`config.mk`:
```
export PLATFORM = sky130hd
export DESIGN_NAME = string_escape_decoder_core
export DESIGN_NICKNAME = d
export VERILOG_FILES = /design/src/hw/rtl/esd_pkg.sv /design/src/hw/rtl/esd_decode.sv /design/src/hw/rtl/esd_outbuf.sv /design/src/hw/rtl/string_escape_decoder_core.sv
export SDC_FILE = /design/constraint.sdc
export NUM_CORES = 1
export LEC_CHECK = 0
export BUFFER_PORTS_ARGS = -buffer_cell sky130_fd_sc_hd__buf_2
export CAP_MARGIN = 15
export CORE_UTILIZATION = 50
export CTS_BUF_LIST = sky130_fd_sc_hd__clkbuf_8
export DETAILED_ROUTE_END_ITERATION = 10
export PLACE_DENSITY = 0.68
export SLEW_MARGIN = 20
export SYNTH_ARGS = -nofsm -noshare
export SYNTH_HDL_FRONTEND = slang
export SYNTH_SLANG_ARGS = --single-unit
```
`constraint.sdc`:
```
create_clock -name clk_i -period 10.12 [get_ports clk_i]
set_clock_uncertainty 0.05 [all_clocks]
set_input_delay 2.53 -clock clk_i [delete_from_list [all_inputs] [get_ports clk_i]]
set_output_delay 2.53 -clock clk_i [all_outputs]
set_load 0.05 [all_outputs]
```
`src/hw/rtl/esd_pkg.sv`:
```
// Shared types and constants for the string escape decoder.
// No dependencies; imported by every module of the block.
`default_nettype none

package esd_pkg;

  // Request moved on the input channel: one raw byte of the literal body.
  typedef struct packed {
    logic [7:0] in_byte;
    logic       in_last;
  } esd_in_t;

  // Request moved on the output channel: one decoded byte plus status.
  typedef struct packed {
    logic [7:0] out_byte;
    logic [1:0] status;
    logic       run_end;
    logic       string_end;
  } esd_out_t;

  // Status codes
  localparam logic [1:0] ST_OK    = 2'd0;
  localparam logic [1:0] ST_SHORT = 2'd1;
  localparam logic [1:0] ST_HEX   = 2'd2;
  localparam logic [1:0] ST_UNK   = 2'd3;

  // Decoder modes
  localparam logic [2:0] MODE_PLAIN = 3'd0;
  localparam logic [2:0] MODE_ESC   = 3'd1;
  localparam logic [2:0] MODE_HEX1  = 3'd2;
  localparam logic [2:0] MODE_HEX2  = 3'd3;
  localparam logic [2:0] MODE_OCT1  = 3'd4;
  localparam logic [2:0] MODE_OCT2  = 3'd5;

  // Characters
  localparam logic [7:0] CH_BSLASH = 8'h5C;
  localparam logic [7:0] CH_QUOTE  = 8'h27;
  localparam logic [7:0] CH_DQUOTE = 8'h22;
  localparam logic [7:0] CH_X      = 8'h78;
  localparam logic [7:0] CH_0      = 8'h30;
  localparam logic [7:0] CH_7      = 8'h37;
  localparam logic [7:0] CH_9      = 8'h39;
  localparam logic [7:0] CH_LA     = 8'h61;
  localparam logic [7:0] CH_LB     = 8'h62;
  localparam logic [7:0] CH_LF     = 8'h66;
  localparam logic [7:0] CH_LN     = 8'h6E;
  localparam logic [7:0] CH_LR     = 8'h72;
  localparam logic [7:0] CH_LT     = 8'h74;
  localparam logic [7:0] CH_LV     = 8'h76;
  localparam logic [7:0] CH_UA     = 8'h41;
  localparam logic [7:0] CH_UF     = 8'h46;

  // Hex digit value; bit 4 set means not a hex digit.
  function automatic logic [4:0] hex_value(input logic [7:0] b);
    logic [7:0] t;
    begin
      t = 8'd0;
      if (b inside {[CH_0:CH_9]}) begin
        t = b - CH_0;
      end else if (b inside {[CH_LA:CH_LF]}) begin
        t = b - CH_LA + 8'd10;
      end else if (b inside {[CH_UA:CH_UF]}) begin
        t = b - CH_UA + 8'd10;
      end else begin
        t = 8'd16;
      end
      hex_value = t[4:0];
    end
  endfunction

  function automatic logic is_octal(input logic [7:0] b);
    is_octal = (b inside {[CH_0:CH_7]});
  endfunction

endpackage

`default_nettype wire

```
`src/hw/rtl/esd_decode.sv`:
```
// Escape decode step: mode/partial-value state and up to two results per byte.
// Depends on esd_pkg.
`default_nettype none

module esd_decode
  import esd_pkg::*;
(
  input  wire logic     clk_i,
  input  wire logic     rst_ni,
  input  wire logic     step_i,    // commit this byte's state update
  input  wire esd_in_t  req_i,
  output logic [1:0]    cnt_o,     // number of results, 0..2
  output esd_out_t      res0_o,
  output esd_out_t      res1_o
);

  logic [2:0] mode_q, mode_d;
  logic [7:0] part_q, part_d;

  logic [7:0] b;
  logic       last;
  logic [4:0] hv;
  logic [7:0] oct_val;

  // plain-text handling of the current byte
  logic       p_emit;
  logic [2:0] p_mode;
  logic [7:0] p_byte;
  logic [1:0] p_st;

  logic [7:0] e0_byte, e1_byte;
  logic [1:0] e0_st, e1_st;
  logic [1:0] n;

  assign b       = req_i.in_byte;
  assign last    = req_i.in_last;
  assign hv      = hex_value(b);
  assign oct_val = {part_q[4:0], b[2:0]};

  always_comb begin
    p_emit = 1'b1;
    p_mode = MODE_PLAIN;
    p_byte = b;
    p_st   = ST_OK;
    if (b == CH_BSLASH) begin
      p_byte = 8'd0;
      if (last) begin
        p_st = ST_SHORT;
      end else begin
        p_emit = 1'b0;
        p_mode = MODE_ESC;
      end
    end
  end

  always_comb begin
    mode_d  = MODE_PLAIN;
    part_d  = part_q;
    n       = 2'd0;
    e0_byte = 8'd0;
    e0_st   = ST_OK;
    e1_byte = 8'd0;
    e1_st   = ST_OK;
    case (mode_q)
      MODE_ESC: begin
        n = 2'd1;
        case (b)
          CH_LA:     e0_byte = 8'd7;
          CH_LB:     e0_byte = 8'd8;
          CH_LF:     e0_byte = 8'd12;
          CH_LN:     e0_byte = 8'd10;
          CH_LR:     e0_byte = 8'd13;
          CH_LT:     e0_byte = 8'd9;
          CH_LV:     e0_byte = 8'd11;
          CH_BSLASH: e0_byte = CH_BSLASH;
          CH_QUOTE:  e0_byte = CH_QUOTE;
          CH_DQUOTE: e0_byte = CH_DQUOTE;
          CH_X: begin
            if (last) begin
              e0_st = ST_SHORT;
            end else begin
              n      = 2'd0;
              mode_d = MODE_HEX1;
            end
          end
          default: begin
            if (is_octal(b)) begin
              part_d  = {5'd0, b[2:0]};
              e0_byte = {5'd0, b[2:0]};
              if (!last) begin
                n      = 2'd0;
                mode_d = MODE_OCT1;
              end
            end else begin
              e0_st = ST_UNK;
            end
          end
        endcase
      end
      MODE_HEX1: begin
        if (hv[4]) begin
          n     = 2'd1;
          e0_st = ST_HEX;
        end else if (last) begin
          n     = 2'd1;
          e0_st = ST_SHORT;
        end else begin
          part_d = {hv[3:0], 4'd0};
          mode_d = MODE_HEX2;
        end
      end
      MODE_HEX2: begin
        n = 2'd1;
        if (hv[4]) begin
          e0_st = ST_HEX;
        end else begin
          e0_byte = {part_q[7:4], hv[3:0]};
        end
      end
      MODE_OCT1, MODE_OCT2: begin
        if (is_octal(b)) begin
          part_d = oct_val;
          if (mode_q == MODE_OCT2 || last) begin
            n       = 2'd1;
            e0_byte = oct_val;
          end else begin
            mode_d = MODE_OCT2;
          end
        end else begin
          // run ended by a non-octal byte: flush value, then treat byte as text
          e0_byte = part_q;
          e1_byte = p_byte;
          e1_st   = p_st;
          n       = p_emit ? 2'd2 : 2'd1;
          mode_d  = p_mode;
        end
      end
      default: begin
        n       = {1'b0, p_emit};
        e0_byte = p_byte;
        e0_st   = p_st;
        mode_d  = p_mode;
      end
    endcase
    if (mode_d == MODE_PLAIN || last) begin
      mode_d = MODE_PLAIN;
      part_d = 8'd0;
    end
  end

  always_comb begin
    cnt_o             = n;
    res0_o.out_byte   = e0_byte;
    res0_o.status     = e0_st;
    res0_o.run_end    = (n == 2'd1);
    res0_o.string_end = (n == 2'd1) && last;
    res1_o.out_byte   = e1_byte;
    res1_o.status     = e1_st;
    res1_o.run_end    = 1'b1;
    res1_o.string_end = last;
  end

  always_ff @(posedge clk_i or negedge rst_ni) begin
    if (!rst_ni) begin
      mode_q <= MODE_PLAIN;
      part_q <= 8'd0;
    end else if (step_i) begin
      mode_q <= mode_d;
      part_q <= part_d;
    end
  end

endmodule

`default_nettype wire

```
`src/hw/rtl/esd_outbuf.sv`:
```
// Two-entry result buffer: takes up to two results a cycle as room allows, gives one unless the output stalls.
// Depends on esd_pkg.
`default_nettype none

module esd_outbuf
  import esd_pkg::*;
(
  input  wire logic     clk_i,
  input  wire logic     rst_ni,
  input  wire logic [1:0] push_cnt_i,
  input  wire esd_out_t push0_i,
  input  wire esd_out_t push1_i,
  output logic [1:0]    room_o,     // free slots counting this cycle's pop
  output logic          out_valid_o,
  input  wire logic     out_stall_i,
  output esd_out_t      out_req_o
);

  esd_out_t   slot_q [2];
  esd_out_t   slot_d [2];
  logic [1:0] cnt_q, cnt_d;
  logic [1:0] base;
  logic       pop;

  assign out_valid_o = (cnt_q != 2'd0);
  assign out_req_o   = slot_q[0];
  assign pop         = out_valid_o && !out_stall_i;
  assign base        = cnt_q - {1'b0, pop};
  assign room_o      = 2'd2 - base;

  always_comb begin
    slot_d[0] = pop ? slot_q[1] : slot_q[0];
    slot_d[1] = slot_q[1];
    if (push_cnt_i != 2'd0) begin
      slot_d[base[0]] = push0_i;
    end
    if (push_cnt_i == 2'd2) begin
      slot_d[1] = push1_i;
    end
    cnt_d = base + push_cnt_i;
  end

  always_ff @(posedge clk_i) begin
    slot_q[0] <= slot_d[0];
    slot_q[1] <= slot_d[1];
  end

  always_ff @(posedge clk_i or negedge rst_ni) begin
    if (!rst_ni) begin
      cnt_q <= 2'd0;
    end else begin
      cnt_q <= cnt_d;
    end
  end

endmodule

`default_nettype wire

```
`src/hw/rtl/string_escape_decoder_core.sv`:
```
// C string escape decoder, top level. Depends on esd_pkg, esd_decode, esd_outbuf.
// Path: an accepted input request passes the input register, then the result
// buffer, before its first result can be taken.
// Throughput: one input request per cycle; an octal run closed by another
// byte yields two results, and the input stalls while the buffer lacks room.
// Reset (async, active low): plain-text mode, partial value 0, buffers empty.
`default_nettype none

module string_escape_decoder_core
  import esd_pkg::*;
(
  input  wire logic     clk_i,
  input  wire logic     rst_ni,
  input  wire logic     in_valid_i,
  output logic          in_stall_o,
  input  wire esd_in_t  in_req_i,
  output logic          out_valid_o,
  input  wire logic     out_stall_i,
  output esd_out_t      out_req_o
);

  // Input register: holds one request until the decode step can commit it.
  logic     in_vld_q;
  esd_in_t  in_req_q;

  logic [1:0] res_cnt;
  esd_out_t   res0, res1;
  logic [1:0] room;
  logic       step;
  logic       accept;

  // The step commits once the result buffer has room for every result
  // this byte produces (zero results always fits).
  assign step       = in_vld_q && (room >= res_cnt);
  // Stall while the held request cannot commit; a committing request frees
  // the register, so a new one is taken in the same cycle.
  assign in_stall_o = in_vld_q && !step;
  assign accept     = in_valid_i && !in_stall_o;

  always_ff @(posedge clk_i or negedge rst_ni) begin
    if (!rst_ni) begin
      in_vld_q <= 1'b0;
    end else if (accept) begin
      in_vld_q <= 1'b1;
    end else if (step) begin
      in_vld_q <= 1'b0;
    end
  end

  always_ff @(posedge clk_i) begin
    if (accept) begin
      in_req_q <= in_req_i;
    end
  end

  // Decode: escape state machine, one byte per step.
  esd_decode u_decode (
    .clk_i  (clk_i),
    .rst_ni (rst_ni),
    .step_i (step),
    .req_i  (in_req_q),
    .cnt_o  (res_cnt),
    .res0_o (res0),
    .res1_o (res1)
  );

  // Result buffer decouples the decoder from output stalls.
  esd_outbuf u_outbuf (
    .clk_i       (clk_i),
    .rst_ni      (rst_ni),
    .push_cnt_i  (step ? res_cnt : 2'd0),
    .push0_i     (res0),
    .push1_i     (res1),
    .room_o      (room),
    .out_valid_o (out_valid_o),
    .out_stall_i (out_stall_i),
    .out_req_o   (out_req_o)
  );

endmodule

`default_nettype wire

```
==> run metrics <==
final net count 386; PD cells around 310 nW/um2; wire per inst roughly 18 um; RSZ-0062 raised after global routing no; proportion of power drawn by the clock network a little over a tenth; setup TNS 0 ps; Root Buffer clkbuf_8; CTS tree yes; Period minus WS final about 7500 ps; critical-path cell list buf_2, nand2b_1, inv_1, ha_1, ha_1, nand2b_1, a21oi_1, and2_1, buf_2; final RePlAce weighted congestion 0.915; clock transition at the registers of the reported paths approximately 90 ps; first-pass GRT wire length between 10000 and 15000 um; Setup crit end in_stall_o; critical-path cell with the highest stage delay nand2b_1; clock insertion delay at the later pin of the skew report 310 ps; sequential area share after synthesis a little over a third; Static Leakage 1.37 nW; Synth area leader edfxtp_1; Via Count between 2000 and 3000; cells after synthesis roughly 360; worst-path maximum fanout 13; fillcell total between 600 and 700; share of the synthesized area in the top cell type between 10% and 20%; TritonCTS Buffers 5; final antenna-violating net count 0; Top-Level Pins 27; Hold Fails Final Rpt 0; Die W approximately 83 um; CP endpoint kind primary output; GRT Total Usage a little under a quarter; Synth Warn # 0; syn avg cell area 9.12 um2; Via density between 6 and 7; worst flop-to-flop path endpoint u_outbuf.slot_q[0][18]$_DFFE_PP_; clock sink count between 40 and 50; slowest stage delay, CP about 580 ps; ys flop type edfxtp_1; worst slew pin tran approximately 880 ps; Slew Viols, Final 0; Critical Path Start out_stall_i; Critical Path AT between 4000 and 5000 ps; FF+latch count, synth 47; Yosys cell types between 70 and 80; critical path required time between 7000 and 8000 ps; Tot Pwr 0.00108 W; cts hold-fix bufs 0; DPL Wire Length 5770 um; final WL just under 8000 um; net switching power 0.000534 W; Die H between 80 and 90 um; H-tree depth 2; vias in the first global route 2600; starting density of the core between 50% and 60%; Synth area leaders edfxtp_1 (17%), dfrtp_1 (11%), dfxtp_1 (8.5%); DR pass1 iterations 5; share of cells above drive strength 1 roughly 15%; DR iter-0 viols just over 200; Max Cap Viol 0; worst reg2reg path depth 14; n_diodes 0; GRT overflow 0; largest net degree at the start of global routing 23; Post-synth EDFFs 19; area delta synth->final 3.59%; die area 6950 um2; DRC errors left 0; cell area after synthesis about 3300 um2; Slew headroom between 40 and 50%; core area roughly 6400 um2; Setup Buffers After CTS 0; most common cell in the netlist nand2_1; synth cell count leaders nand2_1 (43), mux2i_1 (24), nor2_1 (23); sw frac roughly half; status finished clean; Post-Syn Nets 384; Hold Crit Class reg -> reg; Worst setup SP type primary input; post-CTS sizing 0; initial antenna violation count 0; period utilization 73.7%; CTS Buffer Depth 2; FF-to-FF Start in_req_q[1]$_DFFE_PP_; P_int ~0.00054 W; fmax 134 MHz; Port Buffers 26; final setup vio count 0; r2r setup slk 5600 ps; CP Class in -> out; maximum vdd drop approximately 0.00019 V; Synth async-reset ratio between 20% and 30%; combinational group share of total power between 50% and 60%; sequential share of power about a third; std cell rows 29
## layout by cell type (no fill, tap or decap), drive strengths merged, types with 2 or more instances in the layout
| cell | netlist | routed |
|---|---|---|
| dfxtp | 14 | 14 |
| mux2i | 24 | 24 |
| nor3 | 12 | 12 |
| nand2 | 44 | 44 |
| o31ai | 4 | 4 |
| a22oi | 3 | 3 |
| nor2b | 11 | 11 |
| o21ai | 31 | 31 |
| and3b | 2 | 2 |
| o32ai | 2 | 2 |
| ha | 8 | 8 |
| a32oi | 2 | 2 |
| nand2b | 7 | 7 |
| nand4b | 3 | 3 |
| and3 | 3 | 3 |
| edfxtp | 19 | 19 |
| a31oi | 4 | 4 |
| a21boi | 2 | 2 |
| or3b | 3 | 3 |
| o22a | 2 | 2 |
| a32o | 2 | 2 |
| nand4bb | 2 | 2 |
| clkbuf | 5 | 5 |
| inv | 8 | 8 |
| dfrtp | 14 | 14 |
| nand3 | 9 | 9 |
| a21o | 2 | 2 |
| or2 | 4 | 4 |
| xnor2 | 5 | 5 |
| a221o | 3 | 3 |
| buf | 26 | 26 |
| o22ai | 6 | 6 |
| a21oi | 22 | 22 |
| a211oi | 5 | 5 |
| nor2 | 24 | 24 |
| o211ai | 2 | 2 |
| and2 | 4 | 4 |
| o21bai | 4 | 4 |
| clkinv | 1 | 3 |
## registers in the layout, summed over array words and instances (netlist names)
| name | flops |
|---|---|
| in_req_q | 9 |
| in_vld_q | 1 |
| u_decode.mode_q | 3 |
| u_decode.part_q | 8 |
| u_outbuf.cnt_q | 2 |
| u_outbuf.slot_q | 24 |
## power by group through the flow
stage | clock (W) | sequential, W | combinational, W
detailed placement | 0 | 0.000367 | 0.000598
CTS | 0.000117 | 0.000363 | 0.000598
floorplan | 0 | 0.000317 | 0.000568
global route | 0.000124 | 0.000376 | 0.000655
finish | 0.000116 | 0.000366 | 0.000595
global placement | 0 | 0.000366 | 0.000584
## worst max-delay path, delay by kind of cell
kind,cells,cell delay [ps]
simple gates,3,920
compound gates,1,230
buf+inv,3,440
fa+ha+maj,2,760
## per-stage QoR
| stage | hold slack, ps | instances | cell area, um2 | setup WS (ps) | utilization [%] |
|---|---|---|---|---|---|
| after floorplan | 359 | 363 | 3310 | 2720 | - |
| after global placement | 375 | 435 | 3340 | 2670 | 52.3 |
| after detailed placement | 379 | 435 | 3340 | 2590 | 52.3 |
| after CTS | 400 | 443 | 3430 | 2600 | 53.7 |
| after global routing | 427 | 443 | 3430 | 2390 | 53.7 |
| final | 393 | 443 | 3430 | 2660 | 53.7 |
## cell families (layout without fill, tap and decap cells)
group / after synthesis / count (layout) / share of synthesized area [%]
simple gates: 132 / 132 / 21.0
compound gates: 106 / 106 / 23.9
flops: 47 / 47 / 36.3
buf+inv: 40 / 43 / 6.95
mux: 24 / 24 / 7.25
fa+ha+maj: 9 / 9 / 3.36
xor+xnor: 5 / 5 / 1.32
## worst min-delay path by stage
| stage | slack (ps) | start | end | depth (start not counted) |
|---|---|---|---|---|
| final | 390 | u_outbuf.slot_q[0][13]$_SDFFE_PP1P_ | u_outbuf.slot_q[0][13]$_SDFFE_PP1P_ | 1 |
| after CTS | 400 | u_outbuf.slot_q[0][13]$_SDFFE_PP1P_ | u_outbuf.slot_q[0][13]$_SDFFE_PP1P_ | 1 |
| after floorplan | 360 | u_outbuf.slot_q[0][13]$_SDFFE_PP1P_ | u_outbuf.slot_q[0][13]$_SDFFE_PP1P_ | 1 |
| after global placement | 370 | u_outbuf.slot_q[0][13]$_SDFFE_PP1P_ | u_outbuf.slot_q[0][13]$_SDFFE_PP1P_ | 1 |
| after global routing | 430 | u_outbuf.slot_q[0][13]$_SDFFE_PP1P_ | u_outbuf.slot_q[0][13]$_SDFFE_PP1P_ | 1 |
| after detailed placement | 380 | u_outbuf.slot_q[0][13]$_SDFFE_PP1P_ | u_outbuf.slot_q[0][13]$_SDFFE_PP1P_ | 1 |
## metal layers
| metal | track usage [%] | share of wire [%] | wire (um) | up-vias |
|---|---|---|---|---|
| met3 | 4.57 | 6.7 | 522 | 11 |
| met1 | 31.3 | 45 | 3510 | 1280 |
| met2 | 37.6 | 46 | 3630 | 121 |
| met4 | 8.31 | 2.0 | 155 | 0 |
| li1 | - | - | - | 1326 |
| met5 | 0 | 0 | 0 | - |
## cell type report
cell class                 count  area [um2]  share of cell area, %
timing repair buffer          26         130                   3.79
tap                           77        96.3                   2.81
clock inverter                 3        20.0                  0.584
inverter                       9        33.8                  0.985
sequential                    47        1200                   35.0
multi-input combinational    276        1880                   54.8
clock buffer                   5        68.8                   2.01
Power figures use the tool's default switching activity.
